==> config.mk <==
export PLATFORM = sky130hd
export DESIGN_NAME = prompt_terminated_response_framer
export DESIGN_NICKNAME = d
export VERILOG_FILES = /design/src/rtl/ptrf_pkg.sv /design/src/rtl/ptrf_ram.sv /design/src/rtl/ptrf_front.sv /design/src/rtl/ptrf_queue.sv /design/src/rtl/prompt_terminated_response_framer.sv
export SDC_FILE = /design/constraint.sdc
export NUM_CORES = 2
export LEC_CHECK = 0
export ABC_AREA = 1
export BUFFER_PORTS_ARGS = -buffer_cell sky130_fd_sc_hd__buf_2
export CORE_AREA = 3 3 488 490
export CTS_CLUSTER_SIZE = 12
export DETAILED_ROUTE_END_ITERATION = 10
export DIE_AREA = 0 0 491 493
export PLACE_DENSITY = 0.61
export SLEW_MARGIN = 20
export SYNTH_ARGS = -nofsm -noshare
export SYNTH_HDL_FRONTEND = slang
export SYNTH_SLANG_ARGS = --single-unit
==> constraint.sdc <==
create_clock -name clk -period 4.95 [get_ports clk]
set_clock_uncertainty 0.2 [all_clocks]
set_input_delay 0 -clock clk [delete_from_list [all_inputs] [get_ports clk]]
set_output_delay 0 -clock clk [all_outputs]
set_load 0.05 [all_outputs]
==> src/rtl/ptrf_pkg.sv <==
// shared types, codes and constants of the response framer
package ptrf_pkg;

  localparam int BUFFER_DEPTH = 256;
  localparam int CNT_W = $clog2(BUFFER_DEPTH);
  localparam int QDEPTH = 4;
  localparam int QPTR_W = $clog2(QDEPTH);
  localparam int QCNT_W = $clog2(QDEPTH + 1);

  localparam logic [7:0] PROMPT_CHAR = 8'h3E;
  localparam logic [2:0] MATCH_LEN = 3'd5;
  localparam logic [31:0] TIMEOUT_RESET = 32'd1000;

  typedef enum logic [2:0] {
    CMD_BEGIN = 3'd0,
    CMD_DATA  = 3'd1,
    CMD_TICK  = 3'd2,
    CMD_ABORT = 3'd3,
    CMD_READ  = 3'd4
  } cmd_t;

  typedef enum logic [1:0] {
    ST_ACCEPTED = 2'd0,
    ST_BUSY     = 2'd1,
    ST_IDLE     = 2'd2,
    ST_DROPPED  = 2'd3
  } status_t;

  // first member lands in the highest bits
  typedef struct packed {
    logic [7:0] read_byte;
    logic [7:0] tag_out;
    logic [7:0] response_len;
    logic       finished_ok;
    logic       finished;
    logic       timed_out;
    logic       busy_res;
    status_t    status;
  } res_t;

  // characters of "ERROR"
  function automatic logic [7:0] err_char(input logic [2:0] pos);
    logic [7:0] c;
    case (pos)
      3'd0:    c = 8'h45;
      3'd1:    c = 8'h52;
      3'd2:    c = 8'h52;
      3'd3:    c = 8'h4F;
      3'd4:    c = 8'h52;
      default: c = 8'h00;
    endcase
    return c;
  endfunction

endpackage

==> src/rtl/ptrf_ram.sv <==
// generic single-write, single-read ram with registered read data
module ptrf_ram #(
  parameter int WIDTH = 8,
  parameter int DEPTH = 256
) (
  input  logic                     clk,
  input  logic                     we,
  input  logic [$clog2(DEPTH)-1:0] waddr,
  input  logic [WIDTH-1:0]         wdata,
  input  logic                     re,
  input  logic [$clog2(DEPTH)-1:0] raddr,
  output logic [WIDTH-1:0]         rdata_r
);

  logic [WIDTH-1:0] mem [DEPTH];

  always_ff @(posedge clk) begin
    if (we) begin
      mem[waddr] <= wdata;
    end
    if (re) begin
      rdata_r <= mem[raddr];
    end
  end

endmodule

==> src/rtl/ptrf_front.sv <==
// front part: transaction state, reply buffer, error matcher and result staging
module ptrf_front (
  input  logic                        clk,
  input  logic                        rst_n,
  input  logic                        cfg_wen,
  input  logic [31:0]                 cfg_wdata,
  input  logic                        req_valid,
  output logic                        req_ready,
  input  logic [2:0]                  cmd,
  input  logic [7:0]                  command_tag,
  input  logic [7:0]                  data_byte,
  input  logic                        last_in_chunk,
  input  logic [7:0]                  read_index,
  input  logic [ptrf_pkg::QCNT_W-1:0] q_count,
  output logic                        push,
  output ptrf_pkg::res_t              push_res
);

  localparam int CW = ptrf_pkg::CNT_W;

  logic          busy_r, busy_nxt;
  logic [7:0]    tag_r, tag_nxt;
  logic [CW-1:0] count_r, count_nxt;
  logic [31:0]   elapsed_r, elapsed_nxt;
  logic          prompt_r, prompt_nxt;
  logic [2:0]    mpos_r, mpos_nxt;
  logic          seen_r, seen_nxt;
  logic [31:0]   timeout_r;

  logic           stage_v_r;
  logic           stage_rd_r, rd_hit;
  ptrf_pkg::res_t stage_res_r, res;

  logic       accept;
  logic       ram_we;
  logic [7:0] ram_rdata_r;
  logic       full;
  logic       pr;
  logic [2:0] mp;
  ptrf_pkg::status_t status;
  logic       fin, fin_ok;

  // room for the staged request and a new one
  assign req_ready = stage_v_r ? (q_count <= ptrf_pkg::QCNT_W'(ptrf_pkg::QDEPTH - 2))
                               : (q_count <= ptrf_pkg::QCNT_W'(ptrf_pkg::QDEPTH - 1));
  assign accept = req_valid & req_ready;
  assign full = (count_r == CW'(ptrf_pkg::BUFFER_DEPTH - 1));

  always_comb begin
    busy_nxt    = busy_r;
    tag_nxt     = tag_r;
    count_nxt   = count_r;
    elapsed_nxt = elapsed_r;
    prompt_nxt  = prompt_r;
    mpos_nxt    = mpos_r;
    seen_nxt    = seen_r;
    status      = ptrf_pkg::ST_ACCEPTED;
    fin         = 1'b0;
    fin_ok      = 1'b0;
    ram_we      = 1'b0;
    rd_hit      = 1'b0;
    pr          = 1'b0;
    mp          = 3'd0;
    unique case (ptrf_pkg::cmd_t'(cmd))
      ptrf_pkg::CMD_BEGIN: begin
        if (busy_r) begin
          status = ptrf_pkg::ST_BUSY;
        end else begin
          busy_nxt    = 1'b1;
          tag_nxt     = command_tag;
          count_nxt   = '0;
          elapsed_nxt = '0;
          prompt_nxt  = 1'b0;
          mpos_nxt    = 3'd0;
          seen_nxt    = 1'b0;
        end
      end
      ptrf_pkg::CMD_DATA: begin
        if (!busy_r) begin
          status = ptrf_pkg::ST_IDLE;
        end else begin
          if (!full) begin
            ram_we    = 1'b1;
            count_nxt = count_r + CW'(1);
            if (!seen_r) begin
              if (data_byte == ptrf_pkg::err_char(mpos_r)) begin
                mp = mpos_r + 3'd1;
              end else begin
                mp = (data_byte == ptrf_pkg::err_char(3'd0)) ? 3'd1 : 3'd0;
              end
              if (mp == ptrf_pkg::MATCH_LEN) begin
                seen_nxt = 1'b1;
                mpos_nxt = 3'd0;
              end else begin
                mpos_nxt = mp;
              end
            end
          end else begin
            status = ptrf_pkg::ST_DROPPED;
          end
          pr = prompt_r | (data_byte == ptrf_pkg::PROMPT_CHAR);
          prompt_nxt = pr;
          if (last_in_chunk) begin
            if (pr || seen_nxt) begin
              busy_nxt = 1'b0;
              fin      = 1'b1;
              fin_ok   = 1'b1;
            end
            prompt_nxt = 1'b0;
          end
        end
      end
      ptrf_pkg::CMD_TICK: begin
        if (!busy_r) begin
          status = ptrf_pkg::ST_IDLE;
        end else if (elapsed_r != 32'hFFFF_FFFF) begin
          elapsed_nxt = elapsed_r + 32'd1;
        end
      end
      ptrf_pkg::CMD_ABORT: begin
        if (!busy_r) begin
          status = ptrf_pkg::ST_IDLE;
        end else begin
          busy_nxt   = 1'b0;
          prompt_nxt = 1'b0;
          fin        = 1'b1;
        end
      end
      ptrf_pkg::CMD_READ: begin
        rd_hit = (32'(read_index) < 32'(count_r));
      end
      default: begin
        status = ptrf_pkg::ST_IDLE;
      end
    endcase

    res.status       = status;
    res.busy_res     = busy_nxt;
    res.timed_out    = busy_nxt & (elapsed_nxt >= timeout_r);
    res.finished     = fin;
    res.finished_ok  = fin_ok;
    res.response_len = 8'(count_nxt);
    res.tag_out      = tag_nxt;
    res.read_byte    = 8'd0;
  end

  ptrf_ram #(
    .WIDTH(8),
    .DEPTH(ptrf_pkg::BUFFER_DEPTH)
  ) u_buf (
    .clk    (clk),
    .we     (accept & ram_we),
    .waddr  (count_r),
    .wdata  (data_byte),
    .re     (accept & rd_hit),
    .raddr  (CW'(read_index)),
    .rdata_r(ram_rdata_r)
  );

  always_ff @(posedge clk) begin
    if (!rst_n) begin
      busy_r    <= 1'b0;
      tag_r     <= 8'd0;
      count_r   <= '0;
      elapsed_r <= 32'd0;
      prompt_r  <= 1'b0;
      mpos_r    <= 3'd0;
      seen_r    <= 1'b0;
      timeout_r <= ptrf_pkg::TIMEOUT_RESET;
      stage_v_r <= 1'b0;
    end else begin
      if (cfg_wen) begin
        timeout_r <= cfg_wdata;
      end
      stage_v_r <= accept;
      if (accept) begin
        busy_r    <= busy_nxt;
        tag_r     <= tag_nxt;
        count_r   <= count_nxt;
        elapsed_r <= elapsed_nxt;
        prompt_r  <= prompt_nxt;
        mpos_r    <= mpos_nxt;
        seen_r    <= seen_nxt;
      end
    end
  end

  always_ff @(posedge clk) begin
    if (accept) begin
      stage_res_r <= res;
      stage_rd_r  <= rd_hit;
    end
  end

  // buffer read data arrives in the cycle after the request is taken, together with the staged result
  always_comb begin
    push_res = stage_res_r;
    push_res.read_byte = stage_rd_r ? ram_rdata_r : 8'd0;
  end
  assign push = stage_v_r;

endmodule

==> src/rtl/ptrf_queue.sv <==
// back part: small result queue that drives the output channel
module ptrf_queue (
  input  logic                        clk,
  input  logic                        rst_n,
  input  logic                        push,
  input  ptrf_pkg::res_t              push_res,
  output logic [ptrf_pkg::QCNT_W-1:0] q_count,
  output logic                        out_valid,
  input  logic                        out_ready,
  output ptrf_pkg::res_t              out_res
);

  localparam int PW = ptrf_pkg::QPTR_W;
  localparam int NW = ptrf_pkg::QCNT_W;

  ptrf_pkg::res_t  mem_r [ptrf_pkg::QDEPTH];
  logic [PW-1:0]   wr_r, rd_r;
  logic [NW-1:0]   cnt_r;
  logic            pop;

  assign out_valid = (cnt_r != '0);
  assign out_res   = mem_r[rd_r];
  assign q_count   = cnt_r;
  assign pop       = out_valid & out_ready;

  always_ff @(posedge clk) begin
    if (!rst_n) begin
      wr_r  <= '0;
      rd_r  <= '0;
      cnt_r <= '0;
    end else begin
      if (push) begin
        wr_r <= (wr_r == PW'(ptrf_pkg::QDEPTH - 1)) ? '0 : wr_r + PW'(1);
      end
      if (pop) begin
        rd_r <= (rd_r == PW'(ptrf_pkg::QDEPTH - 1)) ? '0 : rd_r + PW'(1);
      end
      if (push && !pop) begin
        cnt_r <= cnt_r + NW'(1);
      end else if (pop && !push) begin
        cnt_r <= cnt_r - NW'(1);
      end
    end
  end

  always_ff @(posedge clk) begin
    if (push) begin
      mem_r[wr_r] <= push_res;
    end
  end

endmodule

==> src/rtl/prompt_terminated_response_framer.sv <==
// Framer for one command reply at a time: every request returns one result.
// A request is taken every clock cycle while the result queue has room; its
// result passes a staging register, which waits out the registered read of
// the reply buffer memory, and then a four-entry result queue before it is
// offered on the output; the queue lets the output stall without stopping
// the input until it fills. Begin opens a transaction, data bytes are stored
// until the buffer holds its depth minus one, a chunk that held a prompt or a
// reply that contained ERROR closes it at the chunk's last byte, abort closes
// it as failed, ticks count toward the timeout written on the cfg port, and
// read returns a stored byte.
module prompt_terminated_response_framer (
  input  logic        clk,
  input  logic        rst_n,
  input  logic        cfg_wen,
  input  logic [31:0] cfg_wdata,
  input  logic        in_tvalid,
  output logic        in_tready,
  // [7:0] command_tag, [15:8] data_byte, [23:16] read_index
  input  logic [23:0] in_tdata,
  // [2:0] cmd
  input  logic [2:0]  in_tuser,
  input  logic        in_tlast,
  output logic        out_tvalid,
  input  logic        out_tready,
  // [1:0] status, [2] busy_res, [3] timed_out, [4] finished, [5] finished_ok,
  // [13:6] response_len, [21:14] tag_out, [29:22] read_byte
  output logic [31:0] out_tdata
);

  logic                        push;
  ptrf_pkg::res_t              push_res;
  ptrf_pkg::res_t              out_res;
  logic [ptrf_pkg::QCNT_W-1:0] q_count;

  ptrf_front u_front (
    .clk          (clk),
    .rst_n        (rst_n),
    .cfg_wen      (cfg_wen),
    .cfg_wdata    (cfg_wdata),
    .req_valid    (in_tvalid),
    .req_ready    (in_tready),
    .cmd          (in_tuser),
    .command_tag  (in_tdata[7:0]),
    .data_byte    (in_tdata[15:8]),
    .last_in_chunk(in_tlast),
    .read_index   (in_tdata[23:16]),
    .q_count      (q_count),
    .push         (push),
    .push_res     (push_res)
  );

  ptrf_queue u_queue (
    .clk      (clk),
    .rst_n    (rst_n),
    .push     (push),
    .push_res (push_res),
    .q_count  (q_count),
    .out_valid(out_tvalid),
    .out_ready(out_tready),
    .out_res  (out_res)
  );

  assign out_tdata = {2'b00, out_res};

endmodule

==> impl_metrics.py <==
metrics = {
    "clock_tree": {
        "cts_tree": "built",
        "numCtsBuffers": 228,
        "clockBufferDepth": 3,
        "clkTransAtPathRegs_ps": 60,
        "clock_latency_ps": 850,
        "cts.sinks": 2295,
        "post-cts-setup-buffers": 0,
        "cts-root-buf": "clkbuf_16",
        "htree_levels": 4,
        "post_cts_resized": 0,
        "cts_hold_buffers": 181,
    },
    "timing": {
        "min_period_ps": 4620,
        "tns_ps": 0,
        "timing.fmax_mhz": 216,
        "setup_viol": 0,
        "maxSlewViolCount": 0,
        "finalHoldViolCount": 0,
        "rsz0062_at_grt": "no",
        "fin_ws_ps": 328,
        "finalCritPeriodShare": 0.934,
        "slew_headroom": 0.248,
        "worst_pin_slew_ps": 1120,
    },
    "synth": {
        "seq_area_frac_synth": 0.727,
        "yosysTopAreaCell": "edfxtp_1",
        "synthSimpleGateAreaFrac": 0.121,
        "synth_fa_ha_area_frac": 0.00758,
        "yosysWarnings": 0,
        "synth_edf_count": 2199,
        "synth.distinct_cells": 48,
        "ys_async_sr_fraction": 0,
        "synth_top_family_by_area": "simple AND/OR/NAND/NOR gates",
        "syn-cell-area_sq_mm": 0.0935,
        "muxShareOfSynthArea": 0,
        "dominantRegCellSynth": "edfxtp_1",
        "avgSynthCellArea_sq_um": 12.0,
        "synth.area.top_cells": "edfxtp_1 (71%), o21ai_0 (6.3%), nor2_1 (5.6%), o22ai_1 (3.6%), nand3_1 (3.1%)",
        "ys_ff_latch": 2295,
        "synth_xor_area_frac": 0.00150,
        "netlist.area_leader.share": 0.707,
        "syn_inst": 7789,
        "synth_compound_area_frac": 0.111,
    },
    "final_layout": {
        "final_cells": 11200,
        "layout-drive-gt1-share": 0.0692,
        "area_growth_pct": 13.4,
        "final_nets": 8019,
    },
    "routing": {
        "wl_um": 266000,
        "wl_per_cell_um": 23.7,
        "postRouteAntennaNets": 0,
        "vias": 63500,
        "drc_errors": 0,
        "viasPerCell": 5.67,
        "dr.pass1.iters": 6,
        "drt_iter0_drc": 8214,
    },
    "job": {
        "drv_cap": 0,
    },
    "floorplanning": {
        "die_h_um": 493,
        "row_count": 178,
        "io_pins": 99,
        "die_w_um": 491,
        "start_util": 0.399,
        "die_area_sq_mm": 0.242,
        "core_sq_mm": 0.235,
    },
    "global_routing": {
        "antenna_found_initial": 10,
        "grt_pass1_wl_um": 391000,
        "grt_max_degree": 180,
        "grt_pass1_vias": 61000,
        "grt_remaining_overflow": 0,
        "grt_usage": 0.211,
    },
    "setup_path": {
        "required_ps": 5350,
        "worst_path_max_delay_cell": "dlygate4sd3_1",
        "crit_path_cell_trace": "dlygate4sd3_1 > buf_2 > nor2_1 > dlygate4sd3_1 > inv_1 > nor2_1 > dlygate4sd3_1 > nand2_1 > nand2_1 > inv_1 > o21ai_0 > ha_1 > nand2_1 > nor2_1 > nand2_1 > o211ai_1 > a21oi_1 > nand2_1 > a31oi_1 > a21oi_1",
        "worstSetupStartpointType": "primary input",
        "critPathMaxStageDelay_ps": 590,
        "cp_data_arrival_time_ps": 5030,
        "criticalPathCategory": "primary input to flop",
        "critPathMaxFanout": 25,
        "worst_setup_path_end_kind": "flop",
        "cp_common_cell": "nand2_1",
    },
    "placement": {
        "gp_congestion": 0.884,
        "io_buffers": 96,
        "detailedPlace.worstSlack_ps": 989,
        "post-dp-hpwl_um": 147000,
        "dp_cells": 10600,
    },
    "outcome": {
        "outcome": "complete, no violations",
    },
    "hold_path": {
        "hold_path_class": "primary input to flop",
    },
    "pwr": {
        "p_leak_nw": 34.7,
        "powerDensity_mw_per_mm2": 401,
        "ir_worst_vdd_v": 0.000293,
    },
}
-- registers in the layout (all words and copies together), names as in the netlist, 3 cells and up, named ones only --
name / cells
u_queue.mem_r: 120
u_front.mpos_r: 3
u_front.u_buf.rdata_r: 8
u_front.elapsed_r: 32
u_front.tag_r: 8
u_front.push_res: 22
u_front.timeout_r: 32
u_queue.q_count: 3
u_front.count_r: 8
u_front.u_buf.mem: 2048
-- metal layers --
layer | up-vias | GRT usage | wire length (um)
li1 | 28500 | - | -
met1 | 31500 | 0.292 | 110000
met2 | 2965 | 0.340 | 125000
met3 | 526 | 0.0332 | 20900
met4 | 8 | 0.0758 | 9350
met5 | - | 0 | 55
-- where the power goes --
part           leakage, nW  switching (mW)  internal, mW
sequential            20.6           0.199          21.6
clock                 3.28            7.22          8.90
combinational         10.8            3.49          1.15
total                 34.7            10.9          31.6
-- final timing paths --
check                                          start                   endpoint  slack (ps)  depth (start not counted)
worst min register to register      u_front.tag_r[4]           u_front.tag_r[4]         270                          2
worst min-delay path                     in_tdata[8]  u_front.u_buf.mem[190][0]          40                          2
worst max-delay path                     in_tuser[0]        u_front.push_res[3]         330                         20
worst max register to register  u_front.elapsed_r[1]        u_front.push_res[3]         870                         18
-- cells in the mapped netlist, types with 2 or more instances --
library cell and number:
edfxtp_1 2199, nor2_1 1389, o21ai_0 1178, nand2_1 700
nand3_1 577, o22ai_1 532, clkbuf_1 381, inv_1 212
a21oi_1 143, buf_2 115, dfxtp_1 96, ha_1 55
buf_1 42, nor3_1 24, nand4_1 23, xor2_1 16
o211ai_1 15, a211oi_1 11, inv_2 10, or2_1 8
a31oi_1 5, buf_4 4, nand2_2 4, nor3_2 4
nor4_1 4, o21a_1 4, o21ai_1 4, o21bai_1 4
nor2_4 3, o221ai_1 3, or2_2 3, a21boi_0 2
a41oi_1 2, nand3_2 2, nand3b_1 2
-- layout by cell type, fill, tap and decap left out, types with 5 or more instances in the layout --
cell	count
bufinv_16	7
inv_1	207
clkinv_16	7
or2_1	8
nand2_1	692
dfxtp_1	95
edfxtp_1	2199
xor2_1	16
o211ai_1	15
dlygate4sd3_1	180
inv_2	8
conb_1	10
buf_4	110
clkbuf_1	74
clkinv_1	31
a31oi_1	5
nor3_1	24
o21ai_0	1178
buf_2	83
a21oi_1	143
clkinv_2	17
o22ai_1	532
diode_2	13
clkbuf_16	229
nand3_1	569
buf_12	29
nand2_2	12
nor2_1	1389
nand3_2	9
ha_1	55
a211oi_1	11
buf_8	11
nand4_1	23
-- cell type report --
cell class	instances	area, sq um
clock inverters	70	758
clock buffers	307	6060
diodes	13	32.5
well taps	3150	3940
fillers	20800	129000
flip-flops and latches	2295	68000
multi-input cells	4738	22600
repair buffers	413	3790
inverters	222	860
-- cells by family (layout without fill, tap and decap cells) --
group | Yosys count | count (layout)
and+or+nand+nor | 2748 | 2748
DFF | 2295 | 2295
AOI/OAI and AO/OA | 1908 | 1908
buffers and inverters | 765 | 1012
adders and majority gates | 56 | 56
xor gates and xnor gates | 16 | 16
other | 1 | 23
-- through the flow --
step	total power [mW]	area, sq um	hold WS [ps]	utilization
after floorplan	24.8	93500	-101	-
after global routing	43.9	106000	31.4	0.452
final	42.5	106000	43.0	0.452
after global placement	26.6	97300	14.3	0.415
after CTS	42.7	106000	4.55	0.452
after detailed placement	26.6	97300	40.1	0.415
-- critical path, delay by kind of cell --
kind	cells	cell delay, ps
buf+inv	6	2460
fa+ha+maj	1	340
compound gates	5	1230
simple gates	8	970
(Power assumes the default switching activity.)
